File: config.mk
export PLATFORM = sky130hd
export DESIGN_NAME = cursor_sequence_buffer
export DESIGN_NICKNAME = d
export VERILOG_FILES = /design/src/csb_pkg.sv /design/src/csb_ctrl.sv /design/src/csb_datapath.sv /design/src/cursor_sequence_buffer.sv
export SDC_FILE = /design/constraint.sdc
export NUM_CORES = 2
export LEC_CHECK = 0
export ABC_AREA = 1
export BUFFER_PORTS_ARGS = -buffer_cell sky130_fd_sc_hd__buf_4
export CORE_ASPECT_RATIO = 0.9
export CORE_UTILIZATION = 64
export CTS_BUF_LIST = sky130_fd_sc_hd__clkbuf_2 sky130_fd_sc_hd__clkbuf_4 sky130_fd_sc_hd__clkbuf_8
export CTS_CLUSTER_SIZE = 12
export DETAILED_ROUTE_END_ITERATION = 10
export PLACE_DENSITY_LB_ADDON = 0.25
export SLEW_MARGIN = 10
export SYNTH_ARGS = -nofsm -noshare
export SYNTH_HDL_FRONTEND = slang
export SYNTH_HIERARCHICAL = 1
export SYNTH_SLANG_ARGS = --single-unit
File: constraint.sdc
create_clock -name i_clk -period 9 [get_ports i_clk]
set_clock_uncertainty 0.05 [all_clocks]
set_input_delay 1.35 -clock i_clk [delete_from_list [all_inputs] [get_ports i_clk]]
set_output_delay 1.35 -clock i_clk [all_outputs]
set_load 0.02 [all_outputs]
File: src/csb_pkg.sv
package csb_pkg;

    localparam int CAPACITY    = 64;
    localparam int VALUE_WIDTH = 32;
    localparam int IDX_W       = $clog2(CAPACITY);
    localparam int CNT_W       = $clog2(CAPACITY + 1);
    localparam int OP_W        = 3;
    localparam int STAT_W      = 2;
    localparam int DATA_W      = 32;
    localparam int COUNT_OUT_W = 7;

    // opcodes
    localparam logic [OP_W-1:0] OP_START   = 3'd0;
    localparam logic [OP_W-1:0] OP_END     = 3'd1;
    localparam logic [OP_W-1:0] OP_ADVANCE = 3'd2;
    localparam logic [OP_W-1:0] OP_INSERT  = 3'd3;
    localparam logic [OP_W-1:0] OP_ATTACH  = 3'd4;
    localparam logic [OP_W-1:0] OP_REMOVE  = 3'd5;
    localparam logic [OP_W-1:0] OP_READ    = 3'd6;

    // result status
    localparam logic [STAT_W-1:0] ST_DONE   = 2'd0;
    localparam logic [STAT_W-1:0] ST_NO_CUR = 2'd1;
    localparam logic [STAT_W-1:0] ST_FULL   = 2'd2;

    typedef struct packed {
        logic [OP_W-1:0]   opcode;
        logic [DATA_W-1:0] entry_value;
    } t_in_beat;

    typedef struct packed {
        logic [STAT_W-1:0]      status;
        logic                   has_item;
        logic [DATA_W-1:0]      current_value;
        logic [COUNT_OUT_W-1:0] item_count;
    } t_out_beat;

    // controller -> datapath
    typedef struct packed {
        logic load;
        logic shift_step;
        logic write_val;
        logic read_cur;
        logic capture;
    } t_dp_cmd;

    // datapath -> controller
    typedef struct packed {
        logic shift_done;
        logic need_write;
        logic out_free;
    } t_dp_stat;

endpackage

File: src/csb_ctrl.sv
module csb_ctrl (
    input  logic              i_clk,
    input  logic              i_rst_n,
    input  logic              i_in_valid,
    output logic              o_in_ready,
    input  csb_pkg::t_dp_stat i_stat,
    output csb_pkg::t_dp_cmd  o_cmd
);
    import csb_pkg::*;

    typedef enum logic [4:0] {
        S_IDLE  = 5'b00001,
        S_SHIFT = 5'b00010,
        S_WRITE = 5'b00100,
        S_READ  = 5'b01000,
        S_CAPT  = 5'b10000
    } t_state;

    t_state r_state;
    t_state n_state;

    assign o_in_ready = (r_state == S_IDLE);

    always_comb begin
        n_state = r_state;
        o_cmd   = '0;
        unique case (r_state)
            S_IDLE: begin
                if (i_in_valid) begin
                    o_cmd.load = 1'b1;
                    n_state    = S_SHIFT;
                end
            end
            S_SHIFT: begin
                o_cmd.shift_step = 1'b1;
                if (i_stat.shift_done) begin
                    n_state = i_stat.need_write ? S_WRITE : S_READ;
                end
            end
            S_WRITE: begin
                o_cmd.write_val = 1'b1;
                n_state         = S_READ;
            end
            S_READ: begin
                o_cmd.read_cur = 1'b1;
                n_state        = S_CAPT;
            end
            S_CAPT: begin
                // hold until the output register can take the beat
                if (i_stat.out_free) begin
                    o_cmd.capture = 1'b1;
                    n_state       = S_IDLE;
                end
            end
            default: n_state = S_IDLE;
        endcase
    end

    always_ff @(posedge i_clk) begin
        if (!i_rst_n) begin
            r_state <= S_IDLE;
        end else begin
            r_state <= n_state;
        end
    end

endmodule

File: src/csb_datapath.sv
module csb_datapath (
    input  logic               i_clk,
    input  logic               i_rst_n,
    input  csb_pkg::t_dp_cmd   i_cmd,
    output csb_pkg::t_dp_stat  o_stat,
    input  csb_pkg::t_in_beat  i_in_data,
    output logic               o_out_valid,
    input  logic               i_out_ready,
    output csb_pkg::t_out_beat o_out_data
);
    import csb_pkg::*;

    logic [VALUE_WIDTH-1:0] mem [CAPACITY];

    logic [CNT_W-1:0]       r_count, n_count;
    logic [CNT_W-1:0]       r_cursor, n_cursor;
    logic [CNT_W-1:0]       r_mv_left, n_mv_left;
    logic [IDX_W-1:0]       r_src, n_src;
    logic                   r_up, n_up;
    logic [CNT_W-1:0]       r_pos, n_pos;
    logic [STAT_W-1:0]      r_status, n_status;
    logic                   r_need_write, n_need_write;
    logic [VALUE_WIDTH-1:0] r_val;
    logic                   r_wr_pend;
    logic [IDX_W-1:0]       r_wr_addr;
    logic [VALUE_WIDTH-1:0] r_rd_data;
    logic                   r_out_valid;
    t_out_beat              r_out;

    logic                   has_cur;
    logic                   full;
    logic                   shift_issue;
    logic                   rd_en;
    logic [IDX_W-1:0]       rd_addr;
    logic                   wr_en;
    logic [IDX_W-1:0]       wr_addr;
    logic [VALUE_WIDTH-1:0] wr_data;

    // cursor never exceeds count, so inequality means a current item
    assign has_cur = (r_cursor != r_count);
    assign full    = (r_count == CNT_W'(CAPACITY));

    // decode of the accepted beat
    always_comb begin
        n_count      = r_count;
        n_cursor     = r_cursor;
        n_mv_left    = '0;
        n_src        = '0;
        n_up         = 1'b0;
        n_pos        = r_pos;
        n_status     = ST_DONE;
        n_need_write = 1'b0;
        unique case (i_in_data.opcode) inside
            OP_START: n_cursor = '0;
            OP_END:   n_cursor = (r_count != '0) ? r_count - 1'b1 : '0;
            OP_ADVANCE: begin
                if (!has_cur) n_status = ST_NO_CUR;
                else          n_cursor = r_cursor + 1'b1;
            end
            OP_INSERT, OP_ATTACH: begin
                if (full) begin
                    n_status = ST_FULL;
                end else begin
                    if (i_in_data.opcode == OP_INSERT) begin
                        n_pos = has_cur ? r_cursor : '0;
                    end else begin
                        n_pos = has_cur ? r_cursor + 1'b1 : r_count;
                    end
                    n_mv_left    = r_count - n_pos;
                    n_src        = IDX_W'(r_count - 1'b1);
                    n_up         = 1'b1;
                    n_need_write = 1'b1;
                    n_count      = r_count + 1'b1;
                    n_cursor     = n_pos;
                end
            end
            OP_REMOVE: begin
                if (!has_cur) begin
                    n_status = ST_NO_CUR;
                end else begin
                    n_mv_left = r_count - r_cursor - 1'b1;
                    n_src     = IDX_W'(r_cursor + 1'b1);
                    n_count   = r_count - 1'b1;
                end
            end
            default: ;
        endcase
    end

    // shift engine: read one slot per cycle, write it one slot over next cycle
    assign shift_issue = i_cmd.shift_step && (r_mv_left != '0);
    assign rd_en       = shift_issue || i_cmd.read_cur;
    assign rd_addr     = shift_issue ? r_src : IDX_W'(r_cursor);

    always_comb begin
        wr_en   = 1'b0;
        wr_addr = r_wr_addr;
        wr_data = r_rd_data;
        if (r_wr_pend) begin
            wr_en = 1'b1;
        end else if (i_cmd.write_val) begin
            wr_en   = 1'b1;
            wr_addr = IDX_W'(r_pos);
            wr_data = r_val;
        end
    end

    always_ff @(posedge i_clk) begin
        if (wr_en) begin
            mem[wr_addr] <= wr_data;
        end
        if (rd_en) begin
            r_rd_data <= mem[rd_addr];
        end
    end

    always_ff @(posedge i_clk) begin
        if (!i_rst_n) begin
            r_count      <= '0;
            r_cursor     <= '0;
            r_mv_left    <= '0;
            r_wr_pend    <= 1'b0;
            r_need_write <= 1'b0;
            r_out_valid  <= 1'b0;
        end else begin
            if (i_cmd.load) begin
                r_count      <= n_count;
                r_cursor     <= n_cursor;
                r_mv_left    <= n_mv_left;
                r_need_write <= n_need_write;
            end else if (shift_issue) begin
                r_mv_left <= r_mv_left - 1'b1;
            end
            r_wr_pend <= shift_issue;
            if (i_cmd.capture) begin
                r_out_valid <= 1'b1;
            end else if (i_out_ready) begin
                r_out_valid <= 1'b0;
            end
        end
    end

    always_ff @(posedge i_clk) begin
        if (i_cmd.load) begin
            r_src    <= n_src;
            r_up     <= n_up;
            r_pos    <= n_pos;
            r_status <= n_status;
            r_val    <= i_in_data.entry_value[VALUE_WIDTH-1:0];
        end else if (shift_issue) begin
            r_src <= r_up ? r_src - 1'b1 : r_src + 1'b1;
        end
        if (shift_issue) begin
            r_wr_addr <= r_up ? r_src + 1'b1 : r_src - 1'b1;
        end
        if (i_cmd.capture) begin
            r_out.status        <= r_status;
            r_out.has_item      <= has_cur;
            r_out.current_value <= has_cur ? DATA_W'(r_rd_data) : '0;
            r_out.item_count    <= COUNT_OUT_W'(r_count);
        end
    end

    assign o_stat.shift_done = (r_mv_left == '0);
    assign o_stat.need_write = r_need_write;
    assign o_stat.out_free   = !r_out_valid || i_out_ready;

    assign o_out_valid = r_out_valid;
    assign o_out_data  = r_out;

endmodule

File: src/cursor_sequence_buffer.sv
// Channel | Direction | Handshake               | Beat
// --------+-----------+-------------------------+---------------------------------
// in      | input     | i_in_valid / o_in_ready | t_in_beat  {opcode, entry_value}
// out     | output    | o_out_valid/ i_out_ready| t_out_beat {status, has_item,
//         |           |                         |   current_value, item_count}
//
// Flow: one beat at a time; after accept come the shift, a value write (insert
// and attach only), the cursor read and the capture. Insert, attach and remove
// move up to CAPACITY - 1 stored values, one per cycle: the shift engine reads
// a slot while writing the value it read before into that value's neighbor slot.
// Reset: synchronous, active low; the store is empty and the cursor at none.
// Stalls: the result sits in an output register, so a new beat is taken while
// it waits; the next result waits in the capture step until that register frees.
module cursor_sequence_buffer (
    input  logic               i_clk,
    input  logic               i_rst_n,
    input  logic               i_in_valid,
    output logic               o_in_ready,
    input  csb_pkg::t_in_beat  i_in_data,
    output logic               o_out_valid,
    input  logic               i_out_ready,
    output csb_pkg::t_out_beat o_out_data
);
    import csb_pkg::*;

    t_dp_cmd  cmd;
    t_dp_stat stat;

    // sequencing: accept, shift, optional value write, cursor read, capture
    csb_ctrl u_ctrl (
        .i_clk      (i_clk),
        .i_rst_n    (i_rst_n),
        .i_in_valid (i_in_valid),
        .o_in_ready (o_in_ready),
        .i_stat     (stat),
        .o_cmd      (cmd)
    );

    // value memory, count, cursor, shift engine and output register
    csb_datapath u_datapath (
        .i_clk       (i_clk),
        .i_rst_n     (i_rst_n),
        .i_cmd       (cmd),
        .o_stat      (stat),
        .i_in_data   (i_in_data),
        .o_out_valid (o_out_valid),
        .i_out_ready (i_out_ready),
        .o_out_data  (o_out_data)
    );

endmodule

==> summary.md <==
| Metric | Value |
|---|---|
| Status | `finished, final reports clean` |
| Worst-margin pin slew | `around 1.3 ns` |
| Number of flops mapped to enable cells by yosys | `2175` |
| Worst endpoint required time | `9.83 ns` |
| Initial Util | `64.5%` |
| Die width | `between 300 and 400 um` |
| Layout cell share with drive strength beyond 1 | `just over 10%` |
| Via count | `61500` |
| WP data arrival | `6.20 ns` |
| CTS tree | `yes` |
| CTS Buf Count | `between 300 and 400` |
| Final setup vio count | `0` |
| Max Cap Viol | `0` |
| Post-DP HPWL | `approximately 140 mm` |
| CTS sink count | `approximately 2200` |
| Residual DRC count | `0` |
| Die Span Y | `about 360 um` |
| I/O Buffers | `82` |
| RSZ-0062 raised after global routing | `false` |
| CTS max path bufs | `4` |
| Fmax achieved | `~190 MHz` |
| Placer Congestion | `approximately 0.94` |
| IR drop worst, VDD | `approximately 0.15 mV` |
| Global-route wire length before repair | `around 380 mm` |
| Final antenna-violating net count | `0` |
| Via density per instance | `6.37` |
| Hold Path Class | `flop to flop` |
| Slew headroom | `~12%` |
| Max Slew Vio Count | `0` |
| Syn_nets | `approximately 7600` |
| Die ar. | `roughly 140000 um^2` |
| Pwr Density | `216 nW/um^2` |
| Postcts setup bufs | `0` |
| Mapped Area | `approximately 90000 um^2` |
| Io pins | `just over 80` |
| Async set-reset flop share out of synthesis | `0%` |
| CTS clock-pin slew for the worst setup and hold paths | `roughly 0.06 ns` |
| Hold Violations, Final | `0` |
| Flops & latches, synth | `between 2000 and 2500` |
| Fillers | `just over 9000` |
| H-tree levels | `5` |
| WL final | `259 mm` |
| Critical path type | `flop to flop` |
| Synth warnings | `6` |
| Pin count of the biggest net entering global routing | `between 200 and 250` |
| Type of origin of the critical path | `flop` |
| Row cnt | `130` |
| Kind of end point of the critical path | `flop` |
| Drt wl/cell | `26.8 um` |
| Vias in the first global route | `approximately 58000` |
| Avg Cell Area, Syn | `around 12 um^2` |
| Pre-Repair DR Iteration Count | `7` |
| Crit path max fanout | `between 150 and 200` |
| Leak | `around 35 nW` |
| Tmin final | `roughly 5.4 ns` |
| Grt ovf | `0` |
| Starting DRT DRC Count | `around 11000` |
| Syn-to-layout area delta | `9.64%` |
| Post-Syn Instances | `around 7500` |
| CTS root buffer | `clkbuf_8` |
| Hold buffers post-CTS | `0` |
| CTS resizes | `0` |
| Period utilization | `59.7%` |
| Total Power | `roughly 21 mW` |
| Setup TNS Final | `0 ns` |
| Core area | `140000 um^2` |
| Final Net Count | `~7600` |
| Clk_lat worst skew | `about 1.1 ns` |
| Sequential area share after synthesis | `73.1%` |
| Unique masters post-synth | `50` |
| Global-route total usage across every layer | `between 30% and 40%` |
| Initial antenna violation count | `11` |
| Top FF cell, synth | `edfxtp_1` |
## path summary, 6_finish.rpt
check,startpoint,to,slack (ns),cells after the start
max reg2reg,u_datapath/r_mv_left[0],u_datapath/r_rd_data[4],3.63,17
max,u_datapath/r_mv_left[0],u_datapath/r_rd_data[4],3.63,17
min,u_datapath/r_status[0],u_datapath/o_out_data[40],0.38,0
min reg2reg,u_datapath/r_status[0],u_datapath/o_out_data[40],0.38,0
## layout by cell type, fill, tap and decap left out, drive strengths merged
| cell | netlist | routed |
|---|---|---|
| o32ai | 1 | 1 |
| diode | 0 | 4 |
| buf | 339 | 173 |
| o22ai | 36 | 36 |
| mux2i | 1 | 1 |
| a21boi | 1 | 1 |
| nor4 | 10 | 10 |
| clkbuf | 128 | 470 |
| a22o | 1 | 1 |
| fa | 1 | 1 |
| xor2 | 20 | 20 |
| nand4 | 19 | 19 |
| o221ai | 4 | 4 |
| and2 | 1 | 1 |
| mux2 | 32 | 32 |
| xnor2 | 6 | 6 |
| a31oi | 3 | 3 |
| clkinv | 4 | 105 |
| ha | 19 | 19 |
| o211ai | 75 | 75 |
| a211oi | 4 | 4 |
| or2 | 3 | 3 |
| o21ai | 523 | 523 |
| o31ai | 1 | 1 |
| edfxtp | 2175 | 2175 |
| nand3 | 1417 | 1417 |
| a221oi | 2 | 2 |
| clkinvlp | 0 | 9 |
| nor3 | 11 | 11 |
| nand2 | 2032 | 2032 |
| o21a | 1 | 1 |
| bufinv | 0 | 5 |
| dfxtp | 29 | 29 |
| nor2 | 208 | 208 |
| a21oi | 38 | 38 |
| o21bai | 42 | 42 |
| a21o | 3 | 3 |
| inv | 318 | 320 |
## cells in the mapped netlist, types with 5 or more instances
cell         n  share of area (%)
buf_2      262                1.5
o21ai_1    117               0.65
nor3_1       7              0.039
a21oi_1     37               0.21
edfxtp_1  2175                 72
o21ai_0    404                2.2
o211ai_1    75               0.62
dfxtp_1     29               0.64
nand3_1   1414                7.9
buf_4       32               0.27
clkbuf_1   128               0.53
inv_1      312                1.3
nand2_1   2030                8.5
xnor2_1      6              0.058
nand4_1     19               0.13
o22ai_1     36               0.25
inv_2        6              0.025
o21bai_1    42               0.35
nor4_1       9              0.062
ha_1        19               0.26
buf_1       40               0.17
buf_6        5              0.062
nor2_1     203               0.85
xor2_1      20               0.19
mux2_2      32               0.40
## through the flow
step	area [um^2]	std cells	util (%)	worst slack [ns]	hold slack (ns)
after floorplan	90100	7508	-	3.62	0.350
after global placement	92300	9058	66.1	3.77	0.352
after detailed placement	92400	9060	66.1	3.78	0.356
after CTS	98800	9647	70.7	3.80	0.346
after global routing	98800	9653	70.7	3.43	0.379
final	98800	9653	70.7	3.63	0.375
## worst max-delay path: stages (launching register included)
cell and delay, ns:
dfxtp_1 0.30, inv_1 0.14, ha_1 0.19, nand3_2 0.11, nand2_4 0.27, nand2_1 0.15
o21ai_4 0.08, buf_4 0.71, buf_12 0.66, buf_4 0.76, o21ai_0 0.20, inv_1 0.08
o21ai_0 0.08, nand3_1 0.12, nand3_1 0.14, nand3_1 0.35, nand3_1 0.45, nand2_1 0.18
## cell families after synthesis
kind of cell / after synthesis / share of synthesized area (%)
flops: 2204 / 73.1
compound gates: 735 / 4.53
xor+xnor: 26 / 0.253
mux: 33 / 0.411
simple gates: 3701 / 17.6
fa+ha+maj: 20 / 0.286
buf+inv: 789 / 3.83
## layer usage
metal | global-route usage (%) | vias to the layer above | routed length (um)
met5 | 0 | - | 49
met4 | 19.9 | 6 | 14900
met3 | 9.56 | 675 | 37200
met2 | 53.7 | 4671 | 116000
met1 | 49.3 | 29400 | 90900
li1 | - | 26800 | -
## state kept, by name, indices dropped and copies added (netlist names), 6 cells and up
signal / cells
u_datapath/r_wr_addr: 6
u_datapath/mem: 2048
u_datapath/r_mv_left: 7
u_datapath/o_out_data: 42
u_datapath/r_rd_data: 32
u_datapath/r_pos: 6
u_datapath/r_src: 6
u_datapath/r_cursor: 7
u_datapath/r_val: 32
u_datapath/r_count: 7
## power breakdown
part / internal [mW] / switching, mW / leakage, nW
Clock: 4.25 / 3.77 / 3.36
Combinational: 0.485 / 1.48 / 11.9
Sequential: 11.3 / 0.0459 / 19.8
Total: 16.0 / 5.30 / 35.0
## final cells by class
| cell class | count | area (um^2) | share of cell area, % |
|---|---|---|---|
| Antenna cell | 4 | 10.0 | 0.0101 |
| Clock buffer | 470 | 5750 | 5.82 |
| Clock inverter | 117 | 632 | 0.640 |
| Inverter | 322 | 1230 | 1.24 |
| Multi-Input combinational cell | 4515 | 21400 | 21.7 |
| Sequential cell | 2204 | 65900 | 66.7 |
| Tap cell | 1848 | 2310 | 2.34 |
| Timing Repair Buffer | 173 | 1560 | 1.58 |
(Power assumes the default switching activity.)
